==> config.mk <==
export PLATFORM = sky130hd
export DESIGN_NAME = hbrd_hist
export DESIGN_NICKNAME = d
export VERILOG_FILES = /design/src/hdl/hbrd_pkg.sv /design/src/hdl/hbrd_hist.sv
export SDC_FILE = /design/constraint.sdc
export NUM_CORES = 1
export LEC_CHECK = 0
export BUFFER_PORTS_ARGS = -buffer_cell sky130_fd_sc_hd__buf_4
export CAP_MARGIN = 20
export CORE_MARGIN = 3
export CORE_UTILIZATION = 55
export CTS_CLUSTER_SIZE = 8
export DETAILED_ROUTE_END_ITERATION = 12
export GPL_ROUTABILITY_DRIVEN = 1
export PLACE_DENSITY = 0.72
export SYNTH_ARGS = -nofsm -noshare
export SYNTH_HDL_FRONTEND = slang
export SYNTH_SLANG_ARGS = --single-unit
==> constraint.sdc <==
create_clock -name clk -period 4.1 [get_ports clk]
set_input_delay 0.41 -clock clk [delete_from_list [all_inputs] [get_ports clk]]
set_output_delay 0.41 -clock clk [all_outputs]
set_load 0.005 [all_outputs]
==> src/hdl/hbrd_pkg.sv <==
`timescale 1ns / 1ps
`default_nettype none
// ----------------------------------------------------------------------------
// hbrd_pkg
// Shared types and constants of the heart beat rate detector: register
// indexes, reset values, sequencer states and the history control bundle.
// ----------------------------------------------------------------------------
package hbrd_pkg;

	// Configuration port
	localparam int CFG_IDX_W  = 3;
	localparam int CFG_DATA_W = 16;

	localparam logic [CFG_IDX_W-1:0] CFG_MS_PER_SAMPLE  = 3'd0;
	localparam logic [CFG_IDX_W-1:0] CFG_BASELINE_LEVEL = 3'd1;
	localparam logic [CFG_IDX_W-1:0] CFG_REFRACTORY_MS  = 3'd2;
	localparam logic [CFG_IDX_W-1:0] CFG_TIMEOUT_MS     = 3'd3;
	localparam logic [CFG_IDX_W-1:0] CFG_BPM_LOW_LIMIT  = 3'd4;
	localparam logic [CFG_IDX_W-1:0] CFG_BPM_HIGH_LIMIT = 3'd5;

	// Field widths
	localparam int MS_W       = 8;
	localparam int RATE_W     = 8;
	localparam int INTERVAL_W = 16;
	localparam int CLOCK_W    = 32;

	// Register reset values
	localparam logic [MS_W-1:0]       MS_PER_SAMPLE_RESET  = 8'd2;
	localparam int                    LEVEL_RESET          = 512;
	localparam logic [INTERVAL_W-1:0] REFRACTORY_RESET     = 16'd250;
	localparam logic [INTERVAL_W-1:0] TIMEOUT_RESET        = 16'd2500;
	localparam logic [RATE_W-1:0]     BPM_LOW_RESET        = 8'd30;
	localparam logic [RATE_W-1:0]     BPM_HIGH_RESET       = 8'd200;

	// Interval and rate constants
	localparam logic [INTERVAL_W-1:0] INTERVAL_RESET  = 16'd600;
	localparam logic [INTERVAL_W-1:0] INTERVAL_MAX    = 16'hFFFF;
	localparam int                    RATE_DIVIDEND   = 60000;

	// Interval / 5 by reciprocal: floor(x * 52429 / 2^18), exact for 16-bit x
	localparam logic [INTERVAL_W-1:0] DIV5_MUL   = 16'd52429;
	localparam int                    DIV5_SHIFT = 18;
	localparam int                    FIFTH_W    = 14;
	localparam logic [FIFTH_W-1:0]    FIFTH_RESET = 14'd120;
	localparam logic [INTERVAL_W-1:0] GUARD_RESET = 16'd360;

	// Sample sequencer
	typedef enum logic [2:0] {
		ST_IDLE,
		ST_EVAL,
		ST_AVG_GO,
		ST_AVG_WAIT,
		ST_RATE_GO,
		ST_RATE_WAIT,
		ST_FINISH
	} hbrd_state_t;

	// History shift line control
	typedef struct packed {
		logic                  shift;
		logic                  fill;
		logic [INTERVAL_W-1:0] interval;
	} hist_ctrl_t;

endpackage
`default_nettype wire

==> src/hdl/hbrd_hist.sv <==
`timescale 1ns / 1ps
`default_nettype none
// ----------------------------------------------------------------------------
// hbrd_hist
// Interval history shift line with a running sum of its entries.
// ----------------------------------------------------------------------------
module hbrd_hist
	import hbrd_pkg::*;
#(
	parameter int DEPTH = 10,
	parameter int SUM_W = 20
) (
	input  logic             clk,
	input  logic             arst_n,
	input  hist_ctrl_t       ctrl,
	output logic [SUM_W-1:0] sum_total
);

	logic [INTERVAL_W-1:0] hist_q [DEPTH];
	logic [SUM_W-1:0]      sum_q;

	assign sum_total = sum_q;

	// Shift in the newest interval, or fill every entry with it
	always_ff @(posedge clk or negedge arst_n) begin
		if (!arst_n) begin
			for (int i = 0; i < DEPTH; i++) begin
				hist_q[i] <= '0;
			end
			sum_q <= '0;
		end else if (ctrl.shift) begin
			for (int i = 0; i < DEPTH - 1; i++) begin
				hist_q[i] <= ctrl.fill ? ctrl.interval : hist_q[i+1];
			end
			hist_q[DEPTH-1] <= ctrl.interval;
			if (ctrl.fill) begin
				sum_q <= SUM_W'(ctrl.interval) * SUM_W'(DEPTH);
			end else begin
				sum_q <= sum_q - SUM_W'(hist_q[0]) + SUM_W'(ctrl.interval);
			end
		end
	end

endmodule
`default_nettype wire

* After elaboration in Yosys (flattened, before gate mapping)
Cells that the tools add are included.
** Storage, ports and cells
- Register bits after elaboration :: 180
- Output and inout port bits :: 20
- Logic and storage cells :: 24
** Operators by class
- Add/subtract/negate cells :: 2
- Multiply operators :: 1
- Mux-type cells :: 10
** Operators with widths (number)
- $mux W16 :: 9
- $add A20 B16 Y20 :: 1
- $mux W20 :: 1
- $sub A20 B16 Y20 :: 1
- $mul A16 B3 Y19 const B :: 1

* Logic depth before layout (Yosys ltp)
- Word-level depth :: 3
- Mapped depth :: 12
- Mapped depth without buffers :: 12

* Least setup slack after synthesis
Ideal clock, no wire load.
- Kind :: input port to flip-flop
- Start point :: in ctrl[1] in the netlist's numbering
- End point :: reg sum_q[14], in the netlist sum_total[14]
- Data arrival time :: 3.009 ns
- Required time :: 3.974 ns
- Setup slack :: 0.965 ns
- Stages on the path :: 11
- Buffers on the path :: 0
- Path through :: inv_1 fa_1 inv_1 fa_1 a21o_1 a311o_1 a41o_4 a311oi_2 xor2_1 nor2_1 a221o_1
** Between the ends
- Longest elaborated chain between the ends :: 2
** Ends and longest elaborated chain
- start: declaration :: RTL line hbrd_hist.sv:15 : input hist_ctrl_t ctrl,
- $mul A16 B3 Y19 or $add A20 B16 Y20 (tied branches) :: RTL line hbrd_hist.sv:37, hbrd_hist.sv:39
- $mux W20 (*) :: RTL line hbrd_hist.sv:36 : if (ctrl.fill) begin
- end signal: assignment :: RTL line hbrd_hist.sv:37 : sum_q <= SUM_W'(ctrl.interval) * SUM_W'(DEPTH);
- end signal: assignment :: RTL line hbrd_hist.sv:39 : sum_q <= sum_q - SUM_W'(hist_q[0]) + SUM_W'(ctrl.interval);
- end: declaration :: RTL line hbrd_hist.sv:20 : logic [SUM_W-1:0] sum_q;
Every way passes the cells marked *; elsewhere a longest branch is shown, timed or not.
A chain may end at the register's enable or synchronous reset.

* Worst setup path after layout
- Start point :: reg sum_q[1], in the netlist sum_total[1]
- End point :: reg sum_q[18], in the netlist sum_total[18]
** Between the ends
- Longest elaborated chain between the ends :: 3
** Ends and longest elaborated chain (RTL line)
- $sub A20 B16 Y20 :: hbrd_hist.sv:39
- $add A20 B16 Y20 :: hbrd_hist.sv:39
- $mux W20 :: hbrd_hist.sv:36
No other way between the ends.

==> results.toml <==
[synthesis]
synth_seq_cells = 180
syn-cell-area_um2 = 9600
yosys.area.top_type = "dfrtp_1"
synthArstFlopShare = 1.00
synthTopCellsByArea = "dfrtp_1 (47%), a21oi_1 (17%), nor2_1 (6.8%)"
ys.flop_type = "dfrtp_1"
syn_inst = 1067
yosys.area.top_type_share = 0.469
ys_types = 58
syn_nets = 1152
synth_warnings = 0
synth-edff-count = 0
syn_avg_cell_area_um2 = 9.00
ys_seq_area_frac = 0.469

[critical_path]
critPathCaptureType = "register"
crit_path_max_incr_delay_ns = 0.51
critPathLaunchType = "register"
critPathBufInv = 2
crit_family = "compound AO/OA/AOI/OAI gates"
path_max_fanout = 4
cp_slowest_cell = "fa_1"
arrival_ns = 3.59
worstPathCellList = "inv_1 -> fa_1 -> inv_1 -> fa_1 -> a21o_1 -> a311o_1 -> a41o_4 -> a221oi_2 -> xor2_1 -> o22ai_1 -> a31o_1"
cp.required_ns = 4.43
crit_type = "reg -> reg"

[sta]
setup_tns_ns = 0
fin_crit_ns = 3.26
finalHoldViolCount = 0
fmax_mhz = 306
setup_viol_count_final = 0
worst_pin_slew_ns = 0.926
fin_crit_sh = 0.796
drv_slew = 0
skew_ns = 0.00882
slew_headroom = 0.383
rsz0062_at_grt = "false"

[detailed_routing]
drcViolationCount = 0
routed_via_density = 5.77
vias = 7519
dr.first_iter.drc_count = 586
drt-total-wl_um = 20800
detail_route.wl_per_cell_um = 16.0
ant_nets = 0
first_pass_iters = 7

[clock_tree]
cts_tree = "done"
clockBufferDepth = 2
numCtsBuffers = 17
cts_resized = 0
clkSlewWorstSetupHoldPaths_ns = 0.08
htreeDepth = 4
root_buffer = "clkbuf_16"
clk_latency_ns = 0.44
numClockSinks = 180
cts-hold-fix-buffers = 0
post-cts-setup-buffer-count = 0

[floorplan]
die_h_um = 138
floorplan.die.width_um = 138
rows = 47
die_area_um2 = 19100
initial_core_util = 0.571
core_um2 = 16800
pin_count = 40

[placement]
gp_congestion = 0.916
portBuffers = 39
dp_hpwl_um = 13700

[min_path]
hp-class = "in -> async"

[global_routing]
grt.busiest_layer = "met2"
grt_overflow = 0
grt_max_degree = 180
met2_usage = 0.336
first_global_vias = 7142
grt_pass1_wl_um = 35400
grt_usage = 0.224
antenna_found_initial = 0
gr-usage-met1 = 0.330
use_met3 = 0.0470

[flow_run]
max_cap_violations = 0

[final_layout]
final_cell_mix = "a21oi_1 (317), dfrtp_1 (180), nor2_1 (174)"
multi_input_area_um2 = 4570
final_common_cell = "a21oi_1"
final_nets = 1154
area_growth_pct = 10.2
drive_gt1_frac = 0.0924
nFillCells = 1431
n_antenna_cell = 0
ff_latch_area_um2 = 4500

[power]
clkPwrFrac = 0.253
power_frac_comb = 0.397
sw_frac_of_total = 0.379
leakagePower_nw = 4.75
ir_drop_v = 0.000384
fin_total_pwr_w = 0.00641
p_sw_w = 0.00243
p_per_area_nw_per_um2 = 606
internal_power_w = 0.00398
seq_power_share = 0.351

[run_status]
outcome = "finished clean"
[synthesized netlist by cell type, types with 2 or more instances]
cell type,count
xor2_1,8
o21bai_1,2
a211o_1,2
a31oi_1,2
o21ai_0,30
nor2b_1,5
nor3_1,6
nand2_1,29
buf_6,2
mux2_2,16
fa_1,17
dfrtp_1,180
nor4_1,2
inv_1,73
o21a_1,7
and2_1,4
a311oi_1,2
nand3_1,6
nand2b_1,3
a211oi_1,5
ha_1,48
and3_1,5
a21oi_1,317
clkbuf_1,56
a21o_1,6
nor2_1,174
mux2i_1,4
buf_1,2
or3_1,2
o211a_1,2
a22oi_1,2
xnor2_1,16
o21ai_1,2
o221ai_1,2
o211ai_1,5
[worst paths after layout]
path / slack, ns / cells past startpoint / startpoint / endpoint
setup / recovery: 0.84 / 11 / sum_total[1] / sum_total[18]
hold / removal: 0.01 / 1 / arst_n / sum_total[5]
setup reg to reg: 0.84 / 11 / sum_total[1] / sum_total[18]
hold reg to reg: 0.51 / 1 / hist_q[0] / hist_q[0]
max in group asynchronous: 3.10 / 2 / arst_n / hist_q[113]
min in group clk: 0.23 / 2 / ctrl[1] / hist_q[1]
[power groups by stage]
stage | Clock [W] | Sequential (W) | Combinational, W
6_report | 0.00162 | 0.00225 | 0.00254
5_1_grt | 0.00175 | 0.00228 | 0.00286
4_1_cts | 0.00166 | 0.00225 | 0.00252
3_5_place_dp | 0 | 0.00228 | 0.00250
3_3_place_gp | 0 | 0.00227 | 0.00244
2_1_floorplan | 0 | 0.00223 | 0.00186
[kinds of logic (layout without fill, tap and decap cells)]
logic type | Yosys count | after routing | synth area share
flops | 180 | 180 | 0.469
xor+xnor | 24 | 24 | 0.0219
simple gates | 240 | 240 | 0.102
mux | 20 | 20 | 0.0229
buf+inv | 134 | 149 | 0.0544
fa+ha+maj | 65 | 65 | 0.0980
compound gates | 404 | 404 | 0.231
[per-layer routing]
layer,share of wire,vias to the layer above
met5,0,-
met4,0.016,0
met3,0.041,24
met2,0.46,144
met1,0.48,3655
li1,-,3696
[final cells by class]
type	instances	area share
multi-input combinational	753	0.432
tap	220	0.0260
inverter	73	0.0261
sequential	180	0.426
clock inverter	15	0.0150
timing repair buffer	44	0.0347
clock buffer	17	0.0402
[stage by stage]
stage	instance area, um2	hold slack, ns	util	setup slack, ns	cells
after floorplan	9600	0.114	-	0.965	1067
after global placement	10000	0.492	0.594	0.740	1270
after detailed placement	10000	0.501	0.594	0.691	1270
after CTS	10600	0.0888	0.629	0.862	1302
after global routing	10600	0.144	0.629	0.726	1302
final	10600	0.0129	0.629	0.836	1302
[state kept, by name, summed over array words and instances (netlist names)]
name,cells
sum_total,20
hist_q,160
(Power assumes the default switching activity.)
