--- config.mk ---
export PLATFORM = sky130hd
export DESIGN_NAME = hbrd_div
export DESIGN_NICKNAME = d
export VERILOG_FILES = /design/src/hdl/hbrd_pkg.sv /design/src/hdl/hbrd_div.sv
export SDC_FILE = /design/constraint.sdc
export NUM_CORES = 1
export LEC_CHECK = 0
export BUFFER_PORTS_ARGS = -buffer_cell sky130_fd_sc_hd__buf_2
export CAP_MARGIN = 20
export CORE_MARGIN = 1.5
export CORE_UTILIZATION = 51
export DETAILED_ROUTE_END_ITERATION = 10
export PLACE_DENSITY = 0.87
export SLEW_MARGIN = 30
export SYNTH_ARGS = -nofsm -noshare
export SYNTH_HDL_FRONTEND = slang
export SYNTH_SLANG_ARGS = --single-unit
--- constraint.sdc ---
create_clock -name clk -period 2.35 [get_ports clk]
set_clock_uncertainty 0.1 [all_clocks]
set_input_delay 0.705 -clock clk [delete_from_list [all_inputs] [get_ports clk]]
set_output_delay 0.705 -clock clk [all_outputs]
set_load 0.1 [all_outputs]
--- src/hdl/hbrd_pkg.sv ---
`timescale 1ns / 1ps
`default_nettype none
// ----------------------------------------------------------------------------
// hbrd_pkg
// Shared types and constants of the heart beat rate detector: register
// indexes, reset values, sequencer states and the history control bundle.
// ----------------------------------------------------------------------------
package hbrd_pkg;

	// Configuration port
	localparam int CFG_IDX_W  = 3;
	localparam int CFG_DATA_W = 16;

	localparam logic [CFG_IDX_W-1:0] CFG_MS_PER_SAMPLE  = 3'd0;
	localparam logic [CFG_IDX_W-1:0] CFG_BASELINE_LEVEL = 3'd1;
	localparam logic [CFG_IDX_W-1:0] CFG_REFRACTORY_MS  = 3'd2;
	localparam logic [CFG_IDX_W-1:0] CFG_TIMEOUT_MS     = 3'd3;
	localparam logic [CFG_IDX_W-1:0] CFG_BPM_LOW_LIMIT  = 3'd4;
	localparam logic [CFG_IDX_W-1:0] CFG_BPM_HIGH_LIMIT = 3'd5;

	// Field widths
	localparam int MS_W       = 8;
	localparam int RATE_W     = 8;
	localparam int INTERVAL_W = 16;
	localparam int CLOCK_W    = 32;

	// Register reset values
	localparam logic [MS_W-1:0]       MS_PER_SAMPLE_RESET  = 8'd2;
	localparam int                    LEVEL_RESET          = 512;
	localparam logic [INTERVAL_W-1:0] REFRACTORY_RESET     = 16'd250;
	localparam logic [INTERVAL_W-1:0] TIMEOUT_RESET        = 16'd2500;
	localparam logic [RATE_W-1:0]     BPM_LOW_RESET        = 8'd30;
	localparam logic [RATE_W-1:0]     BPM_HIGH_RESET       = 8'd200;

	// Interval and rate constants
	localparam logic [INTERVAL_W-1:0] INTERVAL_RESET  = 16'd600;
	localparam logic [INTERVAL_W-1:0] INTERVAL_MAX    = 16'hFFFF;
	localparam int                    RATE_DIVIDEND   = 60000;

	// Interval / 5 by reciprocal: floor(x * 52429 / 2^18), exact for 16-bit x
	localparam logic [INTERVAL_W-1:0] DIV5_MUL   = 16'd52429;
	localparam int                    DIV5_SHIFT = 18;
	localparam int                    FIFTH_W    = 14;
	localparam logic [FIFTH_W-1:0]    FIFTH_RESET = 14'd120;
	localparam logic [INTERVAL_W-1:0] GUARD_RESET = 16'd360;

	// Sample sequencer
	typedef enum logic [2:0] {
		ST_IDLE,
		ST_EVAL,
		ST_AVG_GO,
		ST_AVG_WAIT,
		ST_RATE_GO,
		ST_RATE_WAIT,
		ST_FINISH
	} hbrd_state_t;

	// History shift line control
	typedef struct packed {
		logic                  shift;
		logic                  fill;
		logic [INTERVAL_W-1:0] interval;
	} hist_ctrl_t;

endpackage
`default_nettype wire

--- src/hdl/hbrd_div.sv ---
`timescale 1ns / 1ps
`default_nettype none
// ----------------------------------------------------------------------------
// hbrd_div
// Bit-serial restoring divider: one quotient bit per cycle until all NUM_W
// quotient bits are in. A zero divisor yields an all-ones quotient.
// ----------------------------------------------------------------------------
module hbrd_div
	import hbrd_pkg::*;
#(
	parameter int NUM_W = 20,
	parameter int DEN_W = 16
) (
	input  logic             clk,
	input  logic             arst_n,
	input  logic             start,
	input  logic [NUM_W-1:0] num,
	input  logic [DEN_W-1:0] den,
	output logic             busy,
	output logic [NUM_W-1:0] quot
);

	localparam int CNT_W = $clog2(NUM_W + 1);

	logic [CNT_W-1:0] cnt_q;
	logic [NUM_W-1:0] num_q;
	logic [DEN_W-1:0] rem_q;
	logic [DEN_W-1:0] den_q;
	logic [DEN_W:0]   rem_sh;
	logic [DEN_W+1:0] diff;
	logic             borrow;

	// Trial subtract of the next partial remainder
	assign rem_sh = {rem_q, num_q[NUM_W-1]};
	assign diff   = {1'b0, rem_sh} - {2'b00, den_q};
	assign borrow = diff[DEN_W+1];

	assign busy = (cnt_q != '0);
	assign quot = num_q;

	// Count down the quotient bits
	always_ff @(posedge clk or negedge arst_n) begin
		if (!arst_n) begin
			cnt_q <= '0;
		end else if (start) begin
			cnt_q <= CNT_W'(NUM_W);
		end else if (busy) begin
			cnt_q <= cnt_q - 1'b1;
		end
	end

	// Shift the dividend out and the quotient bits in
	always_ff @(posedge clk) begin
		if (start) begin
			num_q <= num;
			den_q <= den;
			rem_q <= '0;
		end else if (busy) begin
			num_q <= {num_q[NUM_W-2:0], ~borrow};
			rem_q <= borrow ? rem_sh[DEN_W-1:0] : diff[DEN_W-1:0];
		end
	end

endmodule
`default_nettype wire

* Yosys cells after proc, flatten, opt, wreduce, memory -nomap -nowiden
Index checks and enable logic that the tools add are counted.
** Cells by class
- Add/subtract/negate cells :: 2
- Bitwise logic cells :: 1
- Muxes and demuxes :: 5
- Reductions and logical operators :: 2
** Operator list (count)
- 20-bit 2-to-1 mux :: 2
- 17-bit by 16-bit subtractor with 18-bit output :: 1
- 16-bit 2-to-1 mux :: 1
- 5-bit 2-to-1 mux :: 2
- 5-bit nonzero test :: 1
- 5-bit by 1-bit subtractor with 5-bit output, second input constant :: 1
- 2-bit nonzero test :: 1
- 1-bit NOT :: 1
** Word-level totals
- Logic and storage cells :: 14
- Bits of input ports :: 39
- Flip-flop bits (word level) :: 57
- Output and inout bits :: 21

* Longest topological paths before layout
Gate-level depths: netlist (run 1).
- Depth after elaboration :: 4
- Gate-level depth with buffers :: 11
- Mapped depth without buffers :: 11

* Worst setup path before layout (run 1)
No wires, ideal clock.
- Kind :: flip-flop to flip-flop
- Start point :: reg num_q[19] (netlist: quot[19])
- End point :: reg rem_q[14]
- Data required time :: 2.132 ns
- Arrival time :: 2.758 ns
- Path buffers :: 0
- Cell stages (with the launch flop) :: 12
- Slack :: -0.627 ns
- Setup time :: 0.118 ns
- Path through :: edfxtp_1 > inv_1 > ha_1 > inv_1 > fa_1 > a211oi_2 > o41ai_2 > a311oi_2 > o21ai_1 > o311a_1 > mux2i_1 > o31ai_2
** On the way
- Cells in the longest elaborated chain, start to end :: 2
** Ends and longest elaborated chain
- start, declared :: line hbrd_div.sv:26 : logic [NUM_W-1:0] num_q;
- start signal, assigned :: line hbrd_div.sv:55 : num_q <= num;
- start signal, assigned :: line hbrd_div.sv:59 : num_q <= {num_q[NUM_W-2:0], ~borrow};
- 17-bit by 16-bit subtractor with 18-bit output :: line hbrd_div.sv:35 : assign diff = {1'b0, rem_sh} - {2'b00, den_q};
- 16-bit 2-to-1 mux :: line hbrd_div.sv:60 : rem_q <= borrow ? rem_sh[DEN_W-1:0] : diff[DEN_W-1:0];
- end signal, assigned :: line hbrd_div.sv:60
- end, declared :: line hbrd_div.sv:27 : logic [DEN_W-1:0] rem_q;
Every way passes these cells.
A chain may end at the register's enable or synchronous reset.

* Worst setup path in the final report (run 1)
- Start point :: reg num_q[19] (netlist: quot[19])
- End point :: reg rem_q[12]
Same word-level chain as after synthesis.

==> results of run 1 <==
placed cells by master (no fill, tap or decap), types with 3 or more instances in the layout:
| cell | netlist | routed |
|---|---|---|
| xnor2_1 | 6 | 6 |
| edfxtp_1 | 36 | 36 |
| dfrtp_1 | 5 | 5 |
| a21oi_1 | 16 | 13 |
| clkbuf_8 | 4 | 9 |
| clkinv_1 | 1 | 4 |
| a311oi_1 | 5 | 3 |
| mux2i_1 | 3 | 3 |
| xor2_1 | 3 | 3 |
| o211ai_1 | 3 | 3 |
| mux2_2 | 20 | 20 |
| a211oi_1 | 5 | 4 |
| inv_1 | 25 | 21 |
| o21bai_4 | 1 | 3 |
| buf_4 | 1 | 36 |
| a21oi_2 | 3 | 6 |
| nor2_1 | 27 | 26 |
| nand2_1 | 28 | 27 |
| a311oi_2 | 3 | 5 |
| dfxtp_1 | 16 | 16 |
| nor3_1 | 6 | 5 |
| o21a_1 | 3 | 3 |
| a21o_1 | 3 | 3 |
| buf_2 | 0 | 58 |
| o21ai_0 | 7 | 7 |
| ha_1 | 18 | 14 |
| nand3_1 | 3 | 3 |
| nand4_1 | 3 | 3 |
| nor2b_1 | 3 | 3 |
| inv_2 | 0 | 3 |
stage by stage:
step | hold WS, ns | util (%) | total power, W | cells | TNS (ns)
2_1_floorplan | 0.309 | - | 0.00320 | 302 | -4.93
5_1_grt | 0.0641 | 67.2 | 0.00523 | 482 | -1.66
4_1_cts | 0.0605 | 64.2 | 0.00471 | 470 | -0.364
3_5_place_dp | 0.392 | 60.2 | 0.00372 | 451 | -0.156
6_report | 0.0599 | 67.2 | 0.00502 | 482 | -0.760
3_3_place_gp | 0.384 | 60.2 | 0.00363 | 451 | -0.00734
final timing paths:
path	startpoint	to	slack, ns	cells past startpoint
setup / recovery	quot[19]	rem_q[12]	-0.29	12
hold / removal	arst_n	cnt_q[2]	0.06	1
setup reg to reg	quot[19]	rem_q[12]	-0.29	12
hold reg to reg	rem_q[14]	rem_q[14]	0.41	2
max in group asynchronous	arst_n	cnt_q[1]	1.96	1
min in group clk	rem_q[14]	rem_q[14]	0.41	2
area by class of cell:
type	count	area [sq um]	share of cell area, %
flip-flops and latches	57	1530	36.0
clock buffers	10	128	3.01
clock inverters	6	50.0	1.18
inverters	26	103	2.42
repair inverters	1	7.51	0.177
multi-input cells	207	1710	40.3
repair buffers	98	623	14.7
well taps	77	96.3	2.27
metal layers:
metal,vias up,wire (um)
li1,1309,-
met1,1359,3220
met2,161,4300
met3,59,626
met4,0,537
met5,-,0
registers in the layout, indices dropped and copies added (netlist names):
name / cells
cnt_q: 5
quot: 20
rem_q: 16
den_q: 16
timing repair:
action	in CTS	in global routing
setup endpoints to repair	32	38
pin swaps	6	14
buffers inserted	2	10
gates cloned	1	2
resized for setup	12	23
power breakdown:
part	switching [W]	internal, W
clock network	0.000382	0.000473
registers	0.000155	0.00128
logic	0.00163	0.00110
logic make-up (layout without fill, tap and decap cells):
family | Yosys count | after routing | share of synthesized area [%]
AND/OR/NAND/NOR | 83 | 83 | 12.8
AO/OA/AOI/OAI | 71 | 73 | 16.8
flip-flops | 57 | 57 | 46.1
buffers and inverters | 40 | 141 | 6.77
multiplexers | 23 | 23 | 7.72
adder cells (fa/ha/maj) | 19 | 19 | 7.41
XOR/XNOR | 9 | 9 | 2.38
==> flow_metrics.py, run 1 <==
metrics = {
    "synthesis": {
        "yosysMostFrequentCell": "edfxtp_1",
        "ys_warn_count": 0,
        "ys_seq_area_share_pct": 46.1,
        "synth_top_cell_by_area": "edfxtp_1",
        "synth_cells": 302,
        "synth_top_area_share_pct": 32.7,
        "syn_avg_cell_area_sq_um": 11.0,
        "ys_ff_latch": 57,
        "synth_area_sq_um": 3310,
        "syn-num-nets": 360,
        "synth_edf_count": 36,
        "netlist-cell-type-count": 59,
        "ys_top_cells_by_area": "edfxtp_1, dfxtp_1, ha_1",
        "synthTopCellsByCount": "edfxtp_1, nand2_1, nor2_1",
        "ys.flop_type": "edfxtp_1",
        "synthArstFlopShare_pct": 8.77,
    },
    "cts": {
        "cts-root-buf": "clkbuf_8",
        "cts_tree": "built",
        "cts.sinks": 57,
        "cts.clk_slew.worst_paths_ns": 0.07,
        "cts_buffers": 9,
        "cts_hold_buf": 0,
        "clock_path_buffers": 2,
        "clock_latency_ns": 0.34,
        "htreeDepth": 3,
    },
    "global_route": {
        "antenna_found_initial": 0,
        "busiest_layer": "met2",
        "grt_pass1_vias": 2802,
        "grt_overflow": 0,
        "use_met1_pct": 25.5,
        "use_met2_pct": 38.2,
        "grt_use_total_pct": 22.7,
        "grt_max_degree": 58,
        "grt_pass1_wl_mm": 12.6,
        "met3_usage_pct": 5.84,
    },
    "floorplan": {
        "row_count": 29,
        "boundaryPins": 60,
        "dieArea_sq_um": 6980,
        "fp.dieH_um": 83.5,
        "start_util_pct": 52.4,
        "coreArea_sq_um": 6310,
        "die_w_um": 83.5,
    },
    "sta": {
        "final_max_slew_viol_count": 0,
        "tightest_slew_ns": 0.530,
        "period_share_pct": 112,
        "period_minus_slack_ns": 2.64,
        "timing.fmax_mhz": 379,
        "maxSlewHeadroom_pct": 64.4,
        "rsz0062_at_grt": "true",
        "setup_viol": 6,
        "hold_viol_final": 0,
        "setup_ws_ns": -0.286,
    },
    "critical_path": {
        "worst-endpoint-required_ns": 2.51,
        "critPathKind": "flip-flop to flip-flop",
        "end_kind": "flip-flop",
        "cp-start-kind": "flip-flop",
        "path_cells": "inv_1 -> ha_2 -> inv_2 -> fa_2 -> a211oi_4 -> buf_6 -> o211ai_1 -> nand2_1 -> o221ai_2 -> xor2_1 -> nand2_1 -> a221oi_2",
        "cp_slowest_stage_delay_ns": 0.39,
        "path_common_cell": "nand2_1",
        "path_max_fanout": 3,
        "cp_top_family": "compound AO/OA/AOI/OAI gates",
        "path_buf_inv": 3,
        "crit_arrival_ns": 2.79,
        "critPathSlowestCell": "edfxtp_1",
    },
    "final_layout": {
        "drive_gt1_share_pct": 43.7,
        "final_nets": 458,
        "area_growth_pct": 28.3,
        "num_antenna_cells": 0,
        "fin_area_sq_um": 4250,
        "nFillCells": 452,
    },
    "placed_design": {
        "place_ws_ns": -0.0775,
        "dp.final_hpwl_mm": 5.19,
        "placed_area_sq_um": 3800,
        "portBuffers": 59,
        "gp_congestion": 0.888,
    },
    "min_path": {
        "hold_path.class": "input port to asynchronous set/reset pin",
    },
    "pwr": {
        "power_leakage_nw": 1.83,
        "ir_drop_uv": 585,
        "power_density_nw_per_um2": 1180,
    },
    "detailed_routing": {
        "drt-total-wl_mm": 8.68,
        "drc": 0,
        "drtPass1Iterations": 5,
        "ant_nets": 0,
        "via_per_inst": 5.99,
        "drt_iter0_drc": 319,
        "wl_per_cell_um": 18.0,
        "vias": 2888,
    },
    "run_status": {
        "violations": "negative setup slack",
        "status": "finished with violations",
    },
    "flow_run": {
        "drv_cap": 0,
    },
}
Note: power is estimated with default switching activity, not from simulation.
==> run 2: changes to the inputs <==
- CORE_UTILIZATION: 51 -> 56
- CTS_CLUSTER_DIAMETER: unset -> 50
- PLACE_DENSITY: 0.87 -> 0.9
- clock period: 2.35 -> 2.5 ns (I/O delays scaled with it)
==> flow_metrics.py, run 2 (synthesis results as in run 1) <==
metrics = {
    "placed_design": {
        "gp_congestion": 0.947,
        "placed_area_sq_um": 3650,
        "portBuffers": 59,
        "dp.final_hpwl_mm": 5.02,
    },
    "global_route": {
        "grt_max_degree": 39,
        "grt_pass1_wl_mm": 11.5,
        "grt_use_total_pct": 23.9,
        "antenna_found_initial": 0,
        "grt_pass1_vias": 2568,
        "grt_overflow": 0,
    },
    "floorplan": {
        "row_count": 27,
        "fp.dieH_um": 79.9,
        "dieArea_sq_um": 6380,
        "boundaryPins": 60,
        "start_util_pct": 59.0,
        "die_w_um": 79.9,
        "coreArea_sq_um": 5610,
    },
    "run_status": {
        "violations": "negative setup slack",
        "status": "finished with violations",
    },
    "final_layout": {
        "final_cell_mix": "buf_2, edfxtp_1, nand2_1",
        "drive_gt1_share_pct": 39.5,
        "num_antenna_cells": 0,
        "fin_area_sq_um": 4090,
        "area_growth_pct": 23.7,
        "final_nets": 440,
        "final_common_cell": "buf_2",
        "largest_register_ffs": 20,
    },
    "detailed_routing": {
        "drc": 0,
        "wl_per_cell_um": 17.4,
        "vias": 2695,
        "drt_iter0_drc": 260,
        "drt-total-wl_mm": 8.01,
        "ant_nets": 0,
        "drtPass1Iterations": 5,
        "via_per_inst": 5.87,
    },
    "pwr": {
        "power_leakage_nw": 1.76,
        "p_total_w": 0.00468,
        "power_density_nw_per_um2": 1140,
        "ir_drop_uv": 673,
    },
    "critical_path": {
        "worst-endpoint-required_ns": 2.65,
        "endpoint": "rem_q[12]",
        "worstSetupStartpoint": "quot[19]",
        "critPathKind": "flip-flop to flip-flop",
        "end_kind": "flip-flop",
        "cp-start-kind": "flip-flop",
        "reg2reg_depth": 12,
        "path_max_fanout": 3,
        "r2r-start": "quot[19]",
        "rrSetupSlack_ns": -0.07,
        "crit_arrival_ns": 2.72,
        "r2r-end": "rem_q[12]",
    },
    "sta": {
        "tightest_slew_ns": 0.796,
        "maxSlewHeadroom_pct": 46.9,
        "setup_viol": 2,
        "final_max_slew_viol_count": 0,
        "period_share_pct": 103,
        "timing.fmax_mhz": 389,
        "rsz0062_at_grt": "true",
        "hold_viol_final": 0,
        "period_minus_slack_ns": 2.57,
        "holdWs_ns": 0.110,
        "setup_ws_ns": -0.0712,
    },
    "flow_run": {
        "drv_cap": 0,
    },
    "cts": {
        "cts.sinks": 57,
        "cts.clk_slew.worst_paths_ns": 0.07,
        "clock_path_buffers": 2,
        "htreeDepth": 3,
        "cts-root-buf": "clkbuf_8",
        "cts_tree": "built",
        "cts_buffers": 9,
        "clock_latency_ns": 0.34,
    },
    "min_path": {
        "hold_path.class": "input port to asynchronous set/reset pin",
    },
}
## run 2: critical path, stage by stage (launching register included)
cell      delay [ns]
edfxtp_1        0.42
inv_2           0.09
ha_4            0.13
inv_2           0.04
fa_2            0.39
a211oi_4        0.24
buf_4           0.16
o211ai_1        0.10
nand2_1         0.15
o221ai_2        0.12
xor2_1          0.18
nand2_1         0.09
a221oi_2        0.26
## run 2: how the worst min path moves through the flow
| stage | start | to |
|---|---|---|
| after floorplan | arst_n | cnt_q[0] |
| after global placement | rem_q[7] | rem_q[8] |
| after detailed placement | rem_q[8] | rem_q[9] |
| after CTS | arst_n | cnt_q[4] |
| after global routing | arst_n | cnt_q[4] |
| final | arst_n | cnt_q[4] |
## run 2: timing repair
action                                  in CTS  in global routing
gates cloned                                 0                  3
hold buffers                                 0                  0
endpoints found under the setup margin       2                 37
pin swaps                                    2                 18
buffers inserted                             4                  7
resized for setup                            6                 16
## run 2: layout make-up
cell class | instances | area [sq um]
clock buffers | 11 | 131
clock inverters | 5 | 104
fillers | 368 | 1520
inverters | 26 | 98.8
multi-input cells | 208 | 1670
flip-flops and latches | 57 | 1530
well taps | 72 | 90.1
repair buffers | 80 | 468
## run 2: metal layers
layer	up-vias	track usage [%]	routed length, um	part of all wire (%)
met5	-	0	0	0
met4	0	12.8	223	2.8
met3	23	6.86	404	5.0
met2	108	40.6	4050	51
met1	1289	27.1	3330	42
li1	1275	-	-	-
## run 2: power by group
group	total, W	switching, W	leakage [nW]	internal [W]
clock network	0.00104	0.000375	0.118	0.000663
logic	0.00229	0.00141	1.08	0.000879
registers	0.00135	0.000147	0.559	0.00120
## run 2: through the flow
| stage | worst slack [ns] | setup TNS [ns] | utilization [%] | std cells |
|---|---|---|---|---|
| floorplan | -0.311 | -2.55 | - | 302 |
| global placement | 0.0884 | 0 | 65.1 | 429 |
| detailed placement | -0.000699 | -0.000699 | 65.1 | 429 |
| CTS | -0.00500 | -0.00500 | 70.1 | 449 |
| global route | -0.157 | -0.540 | 73.0 | 459 |
| finish | -0.0712 | -0.0752 | 73.0 | 459 |
==> run 3: changes to the inputs <==
- CAP_MARGIN: 20 -> unset
- CORE_UTILIZATION: 56 -> 58
- CTS_BUF_LIST: unset -> sky130_fd_sc_hd__clkbuf_2 sky130_fd_sc_hd__clkbuf_4 sky130_fd_sc_hd__clkbuf_8
- PLACE_DENSITY: 0.9 -> 0.93
- SKIP_LAST_GASP: unset -> 1
==> flow_metrics.py, run 3 (synthesis results as in run 1) <==
metrics = {
    "floorplan": {
        "row_count": 27,
        "boundaryPins": 60,
        "coreArea_sq_um": 5510,
        "start_util_pct": 60.1,
        "die_w_um": 78.5,
        "dieArea_sq_um": 6170,
        "fp.dieH_um": 78.5,
    },
    "detailed_routing": {
        "wl_per_cell_um": 16.7,
        "m1WireLength_mm": 2.99,
        "drt_iter0_drc": 297,
        "via_per_inst": 5.96,
        "dr_wl_met3_um": 456,
        "highest_layer": "met4",
        "vias": 2702,
        "drt-total-wl_mm": 7.59,
        "routed-wl-met2_mm": 3.89,
        "drc": 0,
        "ant_nets": 0,
        "drtPass1Iterations": 6,
    },
    "sta": {
        "period_share_pct": 102,
        "setup_ws_ns": -0.0486,
        "timing.fmax_mhz": 392,
        "final_max_slew_viol_count": 0,
        "rsz0062_at_grt": "true",
        "hold_viol_final": 0,
        "period_minus_slack_ns": 2.55,
        "fin_tns_setup_ns": -0.137,
        "setup_viol": 4,
        "maxSlewHeadroom_pct": 48.5,
        "tightest_slew_ns": 0.772,
    },
    "global_route": {
        "grt_pass1_vias": 2601,
        "grt_overflow": 0,
        "grt_use_total_pct": 25.2,
        "grt_max_degree": 40,
        "grt_pass1_wl_mm": 11.9,
        "antenna_found_initial": 0,
    },
    "critical_path": {
        "critPathSlowestCell": "edfxtp_1",
        "path_buf_inv": 2,
        "worstSetupStartpoint": "quot[19]",
        "crit_arrival_ns": 2.67,
        "worst-endpoint-required_ns": 2.62,
        "end_kind": "flip-flop",
        "critPathKind": "flip-flop to flip-flop",
        "cp_slowest_stage_delay_ns": 0.40,
        "cp_top_family": "compound AO/OA/AOI/OAI gates",
        "path_cells": "inv_1 -> ha_2 -> inv_2 -> fa_2 -> a211oi_4 -> o41ai_2 -> a311oi_2 -> o21ai_1 -> o311a_1 -> mux2i_1 -> o31ai_2",
        "path_max_fanout": 3,
        "cp-start-kind": "flip-flop",
        "r2r-start": "quot[19]",
    },
    "final_layout": {
        "layout.cells.non_filler": 453,
        "nFillCells": 349,
        "final_common_cell": "buf_2",
        "num_antenna_cells": 0,
        "final_cell_mix": "buf_2, edfxtp_1, nand2_1",
        "final_nets": 435,
        "largest_register_ffs": 20,
        "multi_input_area_sq_um": 1610,
        "drive_gt1_share_pct": 37.5,
        "area_growth_pct": 19.8,
        "seq_area_sq_um": 1530,
    },
    "cts": {
        "cts-root-buf": "clkbuf_8",
        "cts.sinks": 57,
        "clock_path_buffers": 2,
        "cts.clk_slew.worst_paths_ns": 0.07,
        "cts_buffers": 9,
        "htreeDepth": 3,
        "cts_tree": "built",
        "cts_hold_buf": 0,
        "clock_latency_ns": 0.33,
    },
    "min_path": {
        "hold_path.class": "input port to asynchronous set/reset pin",
    },
    "run_status": {
        "violations": "negative setup slack",
        "status": "finished with violations",
    },
    "placed_design": {
        "dp.final_hpwl_mm": 5.00,
        "portBuffers": 59,
        "post-place-cells": 430,
        "gp_congestion": 0.916,
    },
    "pwr": {
        "power_leakage_nw": 1.72,
        "power_density_nw_per_um2": 1100,
        "ir_drop_uv": 613,
    },
    "flow_run": {
        "drv_cap": 0,
    },
}
[run 3: changes by cell type in the layout (fill, tap and decap cells not counted), sizes merged]
cell,delta
buf,-2
clkbuf,-1
o21ba,-1
bufinv,-2
clkinv,+2
o21bai,-2
[run 3: path summary, 6_finish.rpt]
path | to | depth (start not counted) | slack [ns]
worst max-delay path | rem_q[14] | 11 | -0.05
worst min-delay path | cnt_q[2] | 1 | 0.12
worst max register to register | rem_q[14] | 11 | -0.05
worst min register to register | rem_q[9] | 2 | 0.40
max in group asynchronous | cnt_q[4] | 1 | 2.05
min in group clk | rem_q[9] | 2 | 0.40
[run 3: per-layer routing]
layer	track usage, %	vias up
met1	29.8	1291
met5	0	-
met2	42.4	135
met4	14.8	0
li1	-	1250
met3	4.88	26
[run 3: worst reg2reg max path, cell delays in order (launching register included)]
cell and delay [ns]:
edfxtp_1 0.40, inv_1 0.08, ha_2 0.19, inv_2 0.04
fa_2 0.37, a211oi_4 0.28, o41ai_2 0.12, a311oi_2 0.31
o21ai_1 0.13, o311a_1 0.14, mux2i_1 0.20, o31ai_2 0.07
[run 3: timing repair]
action / 4_1_cts / 5_1_grt
pin swaps: 0 / 6
endpoints found under the setup margin: 2 / 34
gates resized for setup: 3 / 14
buffers inserted: 0 / 8
endpoints found under the hold margin: 0 / 0
[run 3: area by class of cell]
cell class | count | area share [%]
multi-input combinational | 205 | 40.7
timing repair buffer | 78 | 11.5
sequential | 57 | 38.5
tap | 72 | 2.27
clock buffer | 10 | 3.32
inverter | 26 | 2.49
clock inverter | 5 | 1.20
[run 3: power breakdown]
part	switching [W]	internal, W	leakage [nW]	total, W
registers	0.000149	0.00120	0.559	0.00135
clock network	0.000351	0.000455	0.0944	0.000806
logic	0.00135	0.000834	1.07	0.00219
total	0.00185	0.00249	1.72	0.00435
[run 3: stage by stage]
stage	setup WS [ns]	hold slack, ns	total power [W]	cell area [sq um]	util (%)
after floorplan	-0.311	0.354	0.00301	3320	-
after global placement	0.0943	0.385	0.00327	3660	66.5
after detailed placement	0.0411	0.394	0.00334	3660	66.5
after CTS	-0.0331	0.111	0.00417	3850	69.8
after global routing	-0.180	0.113	0.00456	3960	72.0
final	-0.0486	0.120	0.00435	3960	72.0
